[src/rtl/adr_pkg.sv]
package adr_pkg;

    localparam int REGIONS_PER_TABLE = 16;
    localparam int NUM_TABLES        = 3;
    localparam int IDX_W = (REGIONS_PER_TABLE > 1) ? $clog2(REGIONS_PER_TABLE) : 1;
    localparam int CNT_W = $clog2(REGIONS_PER_TABLE + 1);
    localparam int SEL_W = 2;

    localparam logic       CMD_INSERT = 1'b0;
    localparam logic       CMD_ACCESS = 1'b1;

    localparam logic [1:0] MAP_READ   = 2'd0;
    localparam logic [1:0] MAP_WRITE  = 2'd1;
    localparam logic [1:0] MAP_INSTR  = 2'd2;
    localparam logic [1:0] MAP_NONE   = 2'd3;

    localparam logic [1:0] SIZE_BYTE  = 2'd0;
    localparam logic [1:0] SIZE_HALF  = 2'd1;

    localparam logic [31:0] FILL_WORD = 32'hCCCC_CCCC;

    typedef enum logic [2:0] {
        ST_MEM_HIT     = 3'd0,
        ST_HANDLER_HIT = 3'd1,
        ST_UNMAPPED    = 3'd2,
        ST_INSERTED    = 3'd3,
        ST_REJECTED    = 3'd4
    } t_status;

    typedef struct packed {
        logic        command;
        logic [1:0]  map_select;
        logic [31:0] address;
        logic [31:0] region_end;
        logic        region_is_handler;
        logic [1:0]  access_size;
        logic [31:0] write_data;
    } t_in_item;

    typedef struct packed {
        t_status     status;
        logic [3:0]  region_index;
        logic [31:0] offset;
        logic [31:0] access_data;
    } t_out_item;

    // Scan token handed from cell to cell
    typedef struct packed {
        logic             valid;
        logic             decided;
        logic             hit;
        logic             kind;
        logic [IDX_W-1:0] idx;
        logic [31:0]      start;
    } t_tok;

    // Region write broadcast to every cell
    typedef struct packed {
        logic             en;
        logic [SEL_W-1:0] tbl;
        logic [IDX_W-1:0] idx;
        logic [31:0]      start;
        logic [31:0]      last;
        logic             kind;
    } t_wr;

    function automatic logic [31:0] size_mask(input logic [1:0] size);
        logic [31:0] m;
        case (size)
            SIZE_BYTE: m = 32'h0000_00FF;
            SIZE_HALF: m = 32'h0000_FFFF;
            default:   m = 32'hFFFF_FFFF;
        endcase
        return m;
    endfunction

endpackage

[src/rtl/adr_cell.sv]
module adr_cell import adr_pkg::*; (
    input  logic             i_clk,
    input  logic             i_rst_n,
    input  logic [IDX_W-1:0] i_index,
    input  logic [SEL_W-1:0] i_tbl,
    input  logic [CNT_W-1:0] i_cnt,
    input  logic [31:0]      i_addr,
    input  t_tok             i_tok,
    input  t_wr              i_wr,
    output t_tok             o_tok
);

    logic [31:0] r_start [NUM_TABLES];
    logic [31:0] r_last  [NUM_TABLES];
    logic        r_kind  [NUM_TABLES];
    t_tok        r_tok;
    t_tok        n_tok;
    logic        entry_ok;
    logic [31:0] cur_start;
    logic [31:0] cur_last;
    logic        cur_kind;

    assign entry_ok  = CNT_W'(i_index) < i_cnt;
    assign cur_start = r_start[i_tbl];
    assign cur_last  = r_last[i_tbl];
    assign cur_kind  = r_kind[i_tbl];

    always_comb begin
        n_tok = i_tok;
        // first live region whose last address covers the access decides
        if (i_tok.valid && !i_tok.decided && entry_ok && (i_addr <= cur_last)) begin
            n_tok.decided = 1'b1;
            n_tok.hit     = i_addr >= cur_start;
            n_tok.kind    = cur_kind;
            n_tok.idx     = i_index;
            n_tok.start   = cur_start;
        end
    end

    always_ff @(posedge i_clk) begin
        if (!i_rst_n) begin
            r_tok.valid <= 1'b0;
        end else begin
            r_tok.valid <= n_tok.valid;
        end
        r_tok.decided <= n_tok.decided;
        r_tok.hit     <= n_tok.hit;
        r_tok.kind    <= n_tok.kind;
        r_tok.idx     <= n_tok.idx;
        r_tok.start   <= n_tok.start;
    end

    always_ff @(posedge i_clk) begin
        if (i_wr.en && (i_wr.idx == i_index)) begin
            r_start[i_wr.tbl] <= i_wr.start;
            r_last[i_wr.tbl]  <= i_wr.last;
            r_kind[i_wr.tbl]  <= i_wr.kind;
        end
    end

    assign o_tok = r_tok;

endmodule
[config.mk]
export PLATFORM = sky130hd
export DESIGN_NAME = adr_cell
export DESIGN_NICKNAME = d
export VERILOG_FILES = /design/src/rtl/adr_pkg.sv /design/src/rtl/adr_cell.sv
export SDC_FILE = /design/constraint.sdc
export NUM_CORES = 1
export LEC_CHECK = 0
export ABC_AREA = 1
export BUFFER_PORTS_ARGS = -buffer_cell sky130_fd_sc_hd__buf_2
export CAP_MARGIN = 20
export CELL_PAD_IN_SITES_DETAIL_PLACEMENT = 1
export CELL_PAD_IN_SITES_GLOBAL_PLACEMENT = 1
export CORE_MARGIN = 3
export CORE_UTILIZATION = 40
export DETAILED_ROUTE_END_ITERATION = 8
export PLACE_DENSITY = 0.76
export SYNTH_ARGS = -nofsm -noshare
export SYNTH_HDL_FRONTEND = slang
export SYNTH_SLANG_ARGS = --single-unit
[constraint.sdc]
create_clock -name i_clk -period 8.7 [get_ports i_clk]
set_clock_uncertainty 0.05 [all_clocks]
set_input_delay 1.74 -clock i_clk [delete_from_list [all_inputs] [get_ports i_clk]]
set_output_delay 1.74 -clock i_clk [all_outputs]
set_load 0.01 [all_outputs]
==> results.json, run 1 <==
{
  "fin_ws_ps": 2960,
  "clock_path_buffers": 3,
  "slowest_stage": "nand2_2",
  "clockRootBuffer": "clkbuf_16",
  "wl_per_cell_um": 19.8,
  "die_height_um": 168,
  "yosysTopAreaCell": "edfxtp_1",
  "overflow": 0,
  "dieWidth_um": 168,
  "p_seq_share_pct": 48.9,
  "num_rows": 58,
  "cp_max_fo": 39,
  "cpLargestDelayFamily": "simple AND/OR/NAND/NOR gates",
  "grt_use_total_pct": 20.2,
  "path_cells": "buf_2, inv_2, buf_4, nand2_1, nand3_1, o21ai_0, ha_1, nand2_1, nor2_1, nand4_1, nor2_1, nand2_1, nand2_2, nand2_2, nand2_1, nand2_1",
  "clk_latency_ps": 530,
  "netlist.area_leader.share_pct": 56.1,
  "fin_crit_sh_pct": 66.0,
  "cts_buffers": 26,
  "stdcell_area_sq_um": 12500,
  "yosysSeqAreaShare_pct": 63.8,
  "yosys-top-cells-area": "edfxtp_1, ha_1, nand2_1",
  "synthCells": 936,
  "synth-seq-cells": 235,
  "hp-class": "reg -> reg",
  "crit_required_ps": 9060,
  "arrival_ps": 6100,
  "slew_viol_final": 0,
  "status": "finished clean",
  "fin_setup_tns_ps": 0,
  "finalHoldViolations": 0,
  "combPwrFrac_pct": 10.2,
  "p_leak_nw": 5.37,
  "drt-initial-drc-count": 476,
  "drv_cap": 0,
  "antenna_found_initial": 5,
  "r2r_slack_ps": 5070,
  "coreArea_sq_um": 25400,
  "relSlewSlack_pct": 30.7,
  "num-nets-final": 1354,
  "total_power_mw": 2.57,
  "multi_input_area_sq_um": 3240,
  "final_common_cell": "nand2_1",
  "cts_num_sinks": 235,
  "worstMarginPinSlew_ps": 1040,
  "synth_warnings": 0,
  "h-tree-depth": 1,
  "wirelength_mm": 29.3,
  "internal-power_mw": 1.96,
  "critPathKind": "in -> reg",
  "worst_setup_path_end_kind": "flop",
  "post-cts-setup-buffers": 0,
  "grt_pass1_vias": 7939,
  "via_per_inst": 5.09,
  "hpwl_mm": 20.2,
  "clk_pin_slew_ps": 60,
  "place.port_buffers": 196,
  "netSwitchingFraction_pct": 23.4,
  "globalplace.congestion": 0.784,
  "die-area_sq_um": 28100,
  "power.switching_uw": 602,
  "num_vias": 7539,
  "synth_nets": 1160,
  "met2_length_mm": 14.7,
  "ant_nets": 0,
  "initial_core_util_pct": 41.1,
  "power_frac_clock_pct": 40.9,
  "dr_wl_met3_mm": 1.58,
  "start_kind": "primary input",
  "ctsResizeCount": 0,
  "synthDistinctLibCells": 35,
  "grt_start_max_net_pins": 88,
  "io-pin-count": 197,
  "fillers": 2783,
  "syn_avg_cell_area_sq_um": 11.2,
  "fin_crit_ps": 5740,
  "rsz0062_at_grt": "no",
  "max_freq_mhz": 174,
  "drc": 0,
  "vdd.ir_drop.worst_uv": 165,
  "area_growth_pct": 20.0,
  "cts_tree": "yes",
  "wl_met1_mm": 12.3,
  "p_per_area_nw_per_um2": 205,
  "grt_pass1_wl_mm": 44.3,
  "drt_pass1_iterations": 5,
  "mostFrequentLayoutCells": "nand2_1, buf_2, edfxtp_1",
  "slowest_delay_ps": 750,
  "setup_violations": 0,
  "post-place-ws_ps": 2400,
  "drive_gt1_share_pct": 23.8,
  "crit_top_cell": "nand2_1",
  "cts_hold_buf": 0,
  "regArea_sq_um": 6660,
  "path_buf_inv": 3,
  "synth_area_sq_um": 10400,
  "top_layer": "met5",
  "placed_area_sq_um": 11700
}
metrics by stage:
stage | utilization (%) | hold slack (ps) | std cells
after floorplan | - | 560 | 936
after global placement | 46.1 | 587 | 1432
after detailed placement | 46.1 | 604 | 1432
after CTS | 49.3 | 603 | 1479
after global routing | 49.3 | 642 | 1481
final | 49.3 | 602 | 1481
cells in the mapped netlist:
cell,number
a21o_1,2
a21oi_1,34
a21oi_2,1
a31oi_1,1
and2_1,1
and3_1,1
buf_1,2
buf_2,14
buf_4,2
buf_6,5
buf_8,1
clkbuf_1,16
dfxtp_1,40
edfxtp_1,195
ha_1,67
inv_1,89
inv_2,1
nand2_1,219
nand2_2,2
nand3_1,74
nand4_1,3
nor2_1,25
nor2_4,1
nor3_1,2
o211ai_1,31
o21a_1,4
o21ai_0,63
o21ai_1,4
o21ai_2,1
o21bai_1,1
o22ai_1,1
or2_1,9
or2_2,22
xnor2_1,1
xor2_1,1
worst register-to-register path, stage by stage, from the launching register on:
cell      delay [ps]
edfxtp_1         350
nand2_1           70
nand3_1           70
o21ai_0          210
ha_1             380
nand2_1           50
nor2_1           140
nand4_1          180
nor2_1           170
nand2_1           80
nand2_2          640
nand2_2          750
nand2_1          300
nand2_1           90
kinds of logic after synthesis:
| group | count (synthesis) | synth area share [%] |
|---|---|---|
| fa+ha+maj | 67 | 8.03 |
| buf+inv | 130 | 5.38 |
| simple gates | 359 | 14.8 |
| compound gates | 143 | 7.86 |
| xor+xnor | 2 | 0.168 |
| flops | 235 | 63.8 |
worst paths after layout:
check	startpoint	cells past startpoint	to
hold / removal	r_start[2][15]$_DFFE_PP_	4	o_tok[15]$_DFF_P_
hold reg to reg	r_start[2][15]$_DFFE_PP_	4	o_tok[15]$_DFF_P_
setup reg to reg	r_last[0][4]$_DFFE_PP_	13	o_tok[12]$_DFF_P_
setup / recovery	i_tbl[0]	16	o_tok[12]$_DFF_P_
layer usage:
layer,track usage [%],vias to the layer above
met5,0,-
met3,4.34,56
met2,35.8,194
li1,-,3622
met4,5.51,6
met1,25.2,3661
area by class of cell:
cell class | instances | share of cell area [%]
clock inverter | 17 | 1.04
inverter | 90 | 2.71
timing repair buffer | 206 | 8.43
tap | 330 | 3.30
sequential | 235 | 53.1
antenna | 2 | 0.0400
clock buffer | 30 | 5.48
multi-input combinational | 571 | 25.9
power groups by stage:
stage | Sequential, mW | Clock [mW] | Combinational (mW)
after CTS | 1.25 | 1.08 | 0.266
final | 1.25 | 1.05 | 0.263
after global routing | 1.26 | 1.12 | 0.297
after detailed placement | 1.28 | 0 | 0.263
after global placement | 1.28 | 0 | 0.249
after floorplan | 1.29 | 0 | 0.136
registers in the layout, summed over array words and instances, names as in the netlist:
signal   count
r_start     96
r_kind       3
o_tok       40
r_last      96
No activity file was read; power rests on OpenSTA's default activity.
==> run 2, diff against run 1 <==
--- a/config.mk
+++ b/config.mk
@@ -5,7 +5,7 @@
 export SDC_FILE = /design/constraint.sdc
 export NUM_CORES = 1
 export LEC_CHECK = 0
-export ABC_AREA = 1
+export ABC_AREA = 0
 export BUFFER_PORTS_ARGS = -buffer_cell sky130_fd_sc_hd__buf_2
 export CAP_MARGIN = 20
 export CELL_PAD_IN_SITES_DETAIL_PLACEMENT = 1
@@ -13,7 +13,7 @@
 export CORE_MARGIN = 3
 export CORE_UTILIZATION = 40
 export DETAILED_ROUTE_END_ITERATION = 8
-export PLACE_DENSITY = 0.76
+export PLACE_DENSITY = 0.77
 export SYNTH_ARGS = -nofsm -noshare
 export SYNTH_HDL_FRONTEND = slang
 export SYNTH_SLANG_ARGS = --single-unit
==> constraint.sdc (replaced) <==
create_clock -name i_clk -period 4.6 [get_ports i_clk]
set_clock_uncertainty 0.05 [all_clocks]
set_input_delay 0.92 -clock i_clk [delete_from_list [all_inputs] [get_ports i_clk]]
set_output_delay 0.92 -clock i_clk [all_outputs]
set_load 0.01 [all_outputs]
==> run 2 against run 1 <==
Compared with the run above:
- sequential power grew 89%
- routed wire length shrank 9.9%
- final cell count shrank 14%
- synthesized area shrank 3.5%
- clock power grew 110%
- total power grew 94%
- critical path type unchanged
- critical endpoint is now o_tok[35]$_DFF_P_
==> results.json, run 2 <==
{
  "fin_util_pct": 50.8,
  "drive_gt1_share_pct": 27.3,
  "coreArea_sq_um": 24500,
  "p_seq_share_pct": 47.5,
  "rsz0062_at_grt": "no",
  "hp-class": "reg -> reg",
  "synth-seq-cells": 235,
  "synth_warnings": 0,
  "wirelength_mm": 26.4,
  "path_buf_inv": 3,
  "yosysMostFrequentCell": "edfxtp_1",
  "cts_tree": "yes",
  "p_per_area_nw_per_um2": 399,
  "num_rows": 57,
  "die_height_um": 165,
  "path_depth": 12,
  "grt_start_max_net_pins": 66,
  "netlist.area_leader.share_pct": 58.2,
  "drc": 0,
  "slowest_delay_ps": 590,
  "place.port_buffers": 196,
  "wl_per_cell_um": 20.7,
  "crit_required_ps": 4950,
  "die-area_sq_um": 27100,
  "synthCells": 713,
  "ctsResizeCount": 0,
  "internal-power_mw": 3.88,
  "synthMuxAreaShare_pct": 10.2,
  "cp_max_fo": 25,
  "setup_violations": 0,
  "start_kind": "primary input",
  "arrival_ps": 3890,
  "grt_pass1_vias": 6873,
  "dieWidth_um": 165,
  "yosys.area_share.adder_pct": 8.33,
  "yosysTopAreaCell": "edfxtp_1",
  "num_vias": 6505,
  "globalplace.congestion": 0.798,
  "synth_area_sq_um": 10100,
  "via_per_inst": 5.11,
  "num-nets-final": 1151,
  "synth_top_family_by_area": "multiplexers",
  "total_power_mw": 4.97,
  "dpl.cell_count": 1224,
  "drv_cap": 0,
  "post-cts-setup-buffers": 0,
  "crit_top_cell": "buf_12",
  "synth_xor_area_share_pct": 0.348,
  "power_frac_clock_pct": 43.4,
  "max_freq_mhz": 282,
  "h-tree-depth": 1,
  "vdd.ir_drop.worst_uv": 205,
  "fin_cells": 1273,
  "clk_latency_ps": 520,
  "io-pin-count": 197,
  "fin_crit_ps": 3540,
  "combPwrFrac_pct": 9.1,
  "synth_nets": 937,
  "mostFrequentLayoutCells": "edfxtp_1, buf_2, mux2i_1",
  "worstMarginPinSlew_ps": 1020,
  "path_cells": "buf_4, buf_12, mux2i_1, nor2_1, a21oi_1, ha_1, nand4_1, a211oi_1, or4b_1, a211oi_4, buf_12, mux2_1",
  "initial_core_util_pct": 41.0,
  "overflow": 0,
  "yosys-top-cells-area": "edfxtp_1, mux2i_1, ha_1",
  "critPathKind": "in -> reg",
  "synthDistinctLibCells": 42,
  "async_flop_share_pct": 0,
  "antenna_found_initial": 4,
  "ant_nets": 0,
  "slowest_stage": "or4b_1",
  "fin_crit_sh_pct": 77.0,
  "netSwitchingFraction_pct": 21.9,
  "synthFlopType": "edfxtp_1",
  "post-place-ws_ps": 535,
  "synth_compound_area_share_pct": 6.95,
  "synth-simple-area-share_pct": 5.44,
  "cts_num_sinks": 235,
  "reg2reg_depth": 11,
  "cts_hold_buf": 0,
  "hpwl_mm": 19.1,
  "synth_edf_count": 195,
  "fin_setup_tns_ps": 0,
  "power.switching_mw": 1.09,
  "clockRootBuffer": "clkbuf_16",
  "clk_pin_slew_ps": 60,
  "drt-initial-drc-count": 342,
  "grt_use_total_pct": 18.9,
  "cpLargestDelayFamily": "simple AND/OR/NAND/NOR gates",
  "p_leak_nw": 5.05,
  "cts_buffers": 25,
  "clock_path_buffers": 3,
  "area_growth_pct": 23.8,
  "holdPathStages": 2,
  "status": "finished clean",
  "drt_pass1_iterations": 4,
  "finalHoldViolations": 0,
  "synth_common_cells": "edfxtp_1, mux2i_1, a21oi_1",
  "yosysSeqAreaShare_pct": 66.1,
  "final_common_cell": "edfxtp_1",
  "worst_setup_path_end_kind": "flop",
  "grt_pass1_wl_mm": 38.7,
  "slew_viol_final": 0,
  "fillers": 2537,
  "syn_avg_cell_area_sq_um": 14.1,
  "fin_ws_ps": 1060,
  "relSlewSlack_pct": 31.8
}
run 2: changes by cell type after synthesis, moves of 41 or more:
cell,delta
a21oi_1,+57
nand2_1,-209
mux2i_1,+96
o21ai_0,-52
nand3_1,-66
inv_1,-51
nor2_1,+41
run 2: worst paths after layout:
kind / from / endpoint / slack, ps
setup / recovery: i_tbl[0] / o_tok[35]$_DFF_P_ / 1060
setup reg to reg: r_last[1][1]$_DFFE_PP_ / o_tok[35]$_DFF_P_ / 1480
hold / removal: r_start[2][26]$_DFFE_PP_ / o_tok[26]$_DFF_P_ / 530
hold reg to reg: r_start[2][26]$_DFFE_PP_ / o_tok[26]$_DFF_P_ / 530
run 2: area by class of cell:
class                   count  area [sq um]  area share (%)
clock inverters            14           175            1.41
inverters                  38           143            1.14
flip-flops and latches    235          6660            53.4
clock buffers              32           726            5.82
diodes                      3          7.51          0.0602
multi-input cells         415          3170            25.4
well taps                 324           405            3.25
repair buffers            212          1180            9.48
run 2: power by group through the flow:
stage | sequential, mW | clock [mW] | combinational, mW
after global placement | 2.41 | 0 | 0.437
after detailed placement | 2.41 | 0 | 0.454
after floorplan | 2.42 | 0 | 0.219
final | 2.36 | 2.16 | 0.452
after global routing | 2.36 | 2.29 | 0.503
after CTS | 2.36 | 2.21 | 0.459
run 2: cells by family after synthesis:
kind of cell / Yosys count
mux: 102
buf+inv: 63
flops: 235
fa+ha+maj: 67
xor+xnor: 4
compound gates: 124
simple gates: 118
run 2: through the flow:
step                      area (sq um)  hold WS (ps)
final                            12500           529
after global routing             12500           532
after CTS                        12500           517
after detailed placement         11600           514
after global placement           11600           506
after floorplan                  10100           467
run 2: worst register-to-register path, stage by stage (launching register included):
cell	delay, ps
edfxtp_1	360
mux2i_1	150
nor2_1	60
a21oi_1	140
ha_1	250
nor2b_1	140
o211ai_1	240
a2111oi_0	140
or4b_1	570
a211oi_4	290
buf_12	250
mux2_1	370
run 2: layer usage:
metal,routed length [um],vias up,GRT usage [%]
li1,-,3116,-
met1,11100,3155,23.9
met2,13100,191,32.6
met3,1640,41,3.94
met4,541,2,5.57
met5,13,-,0
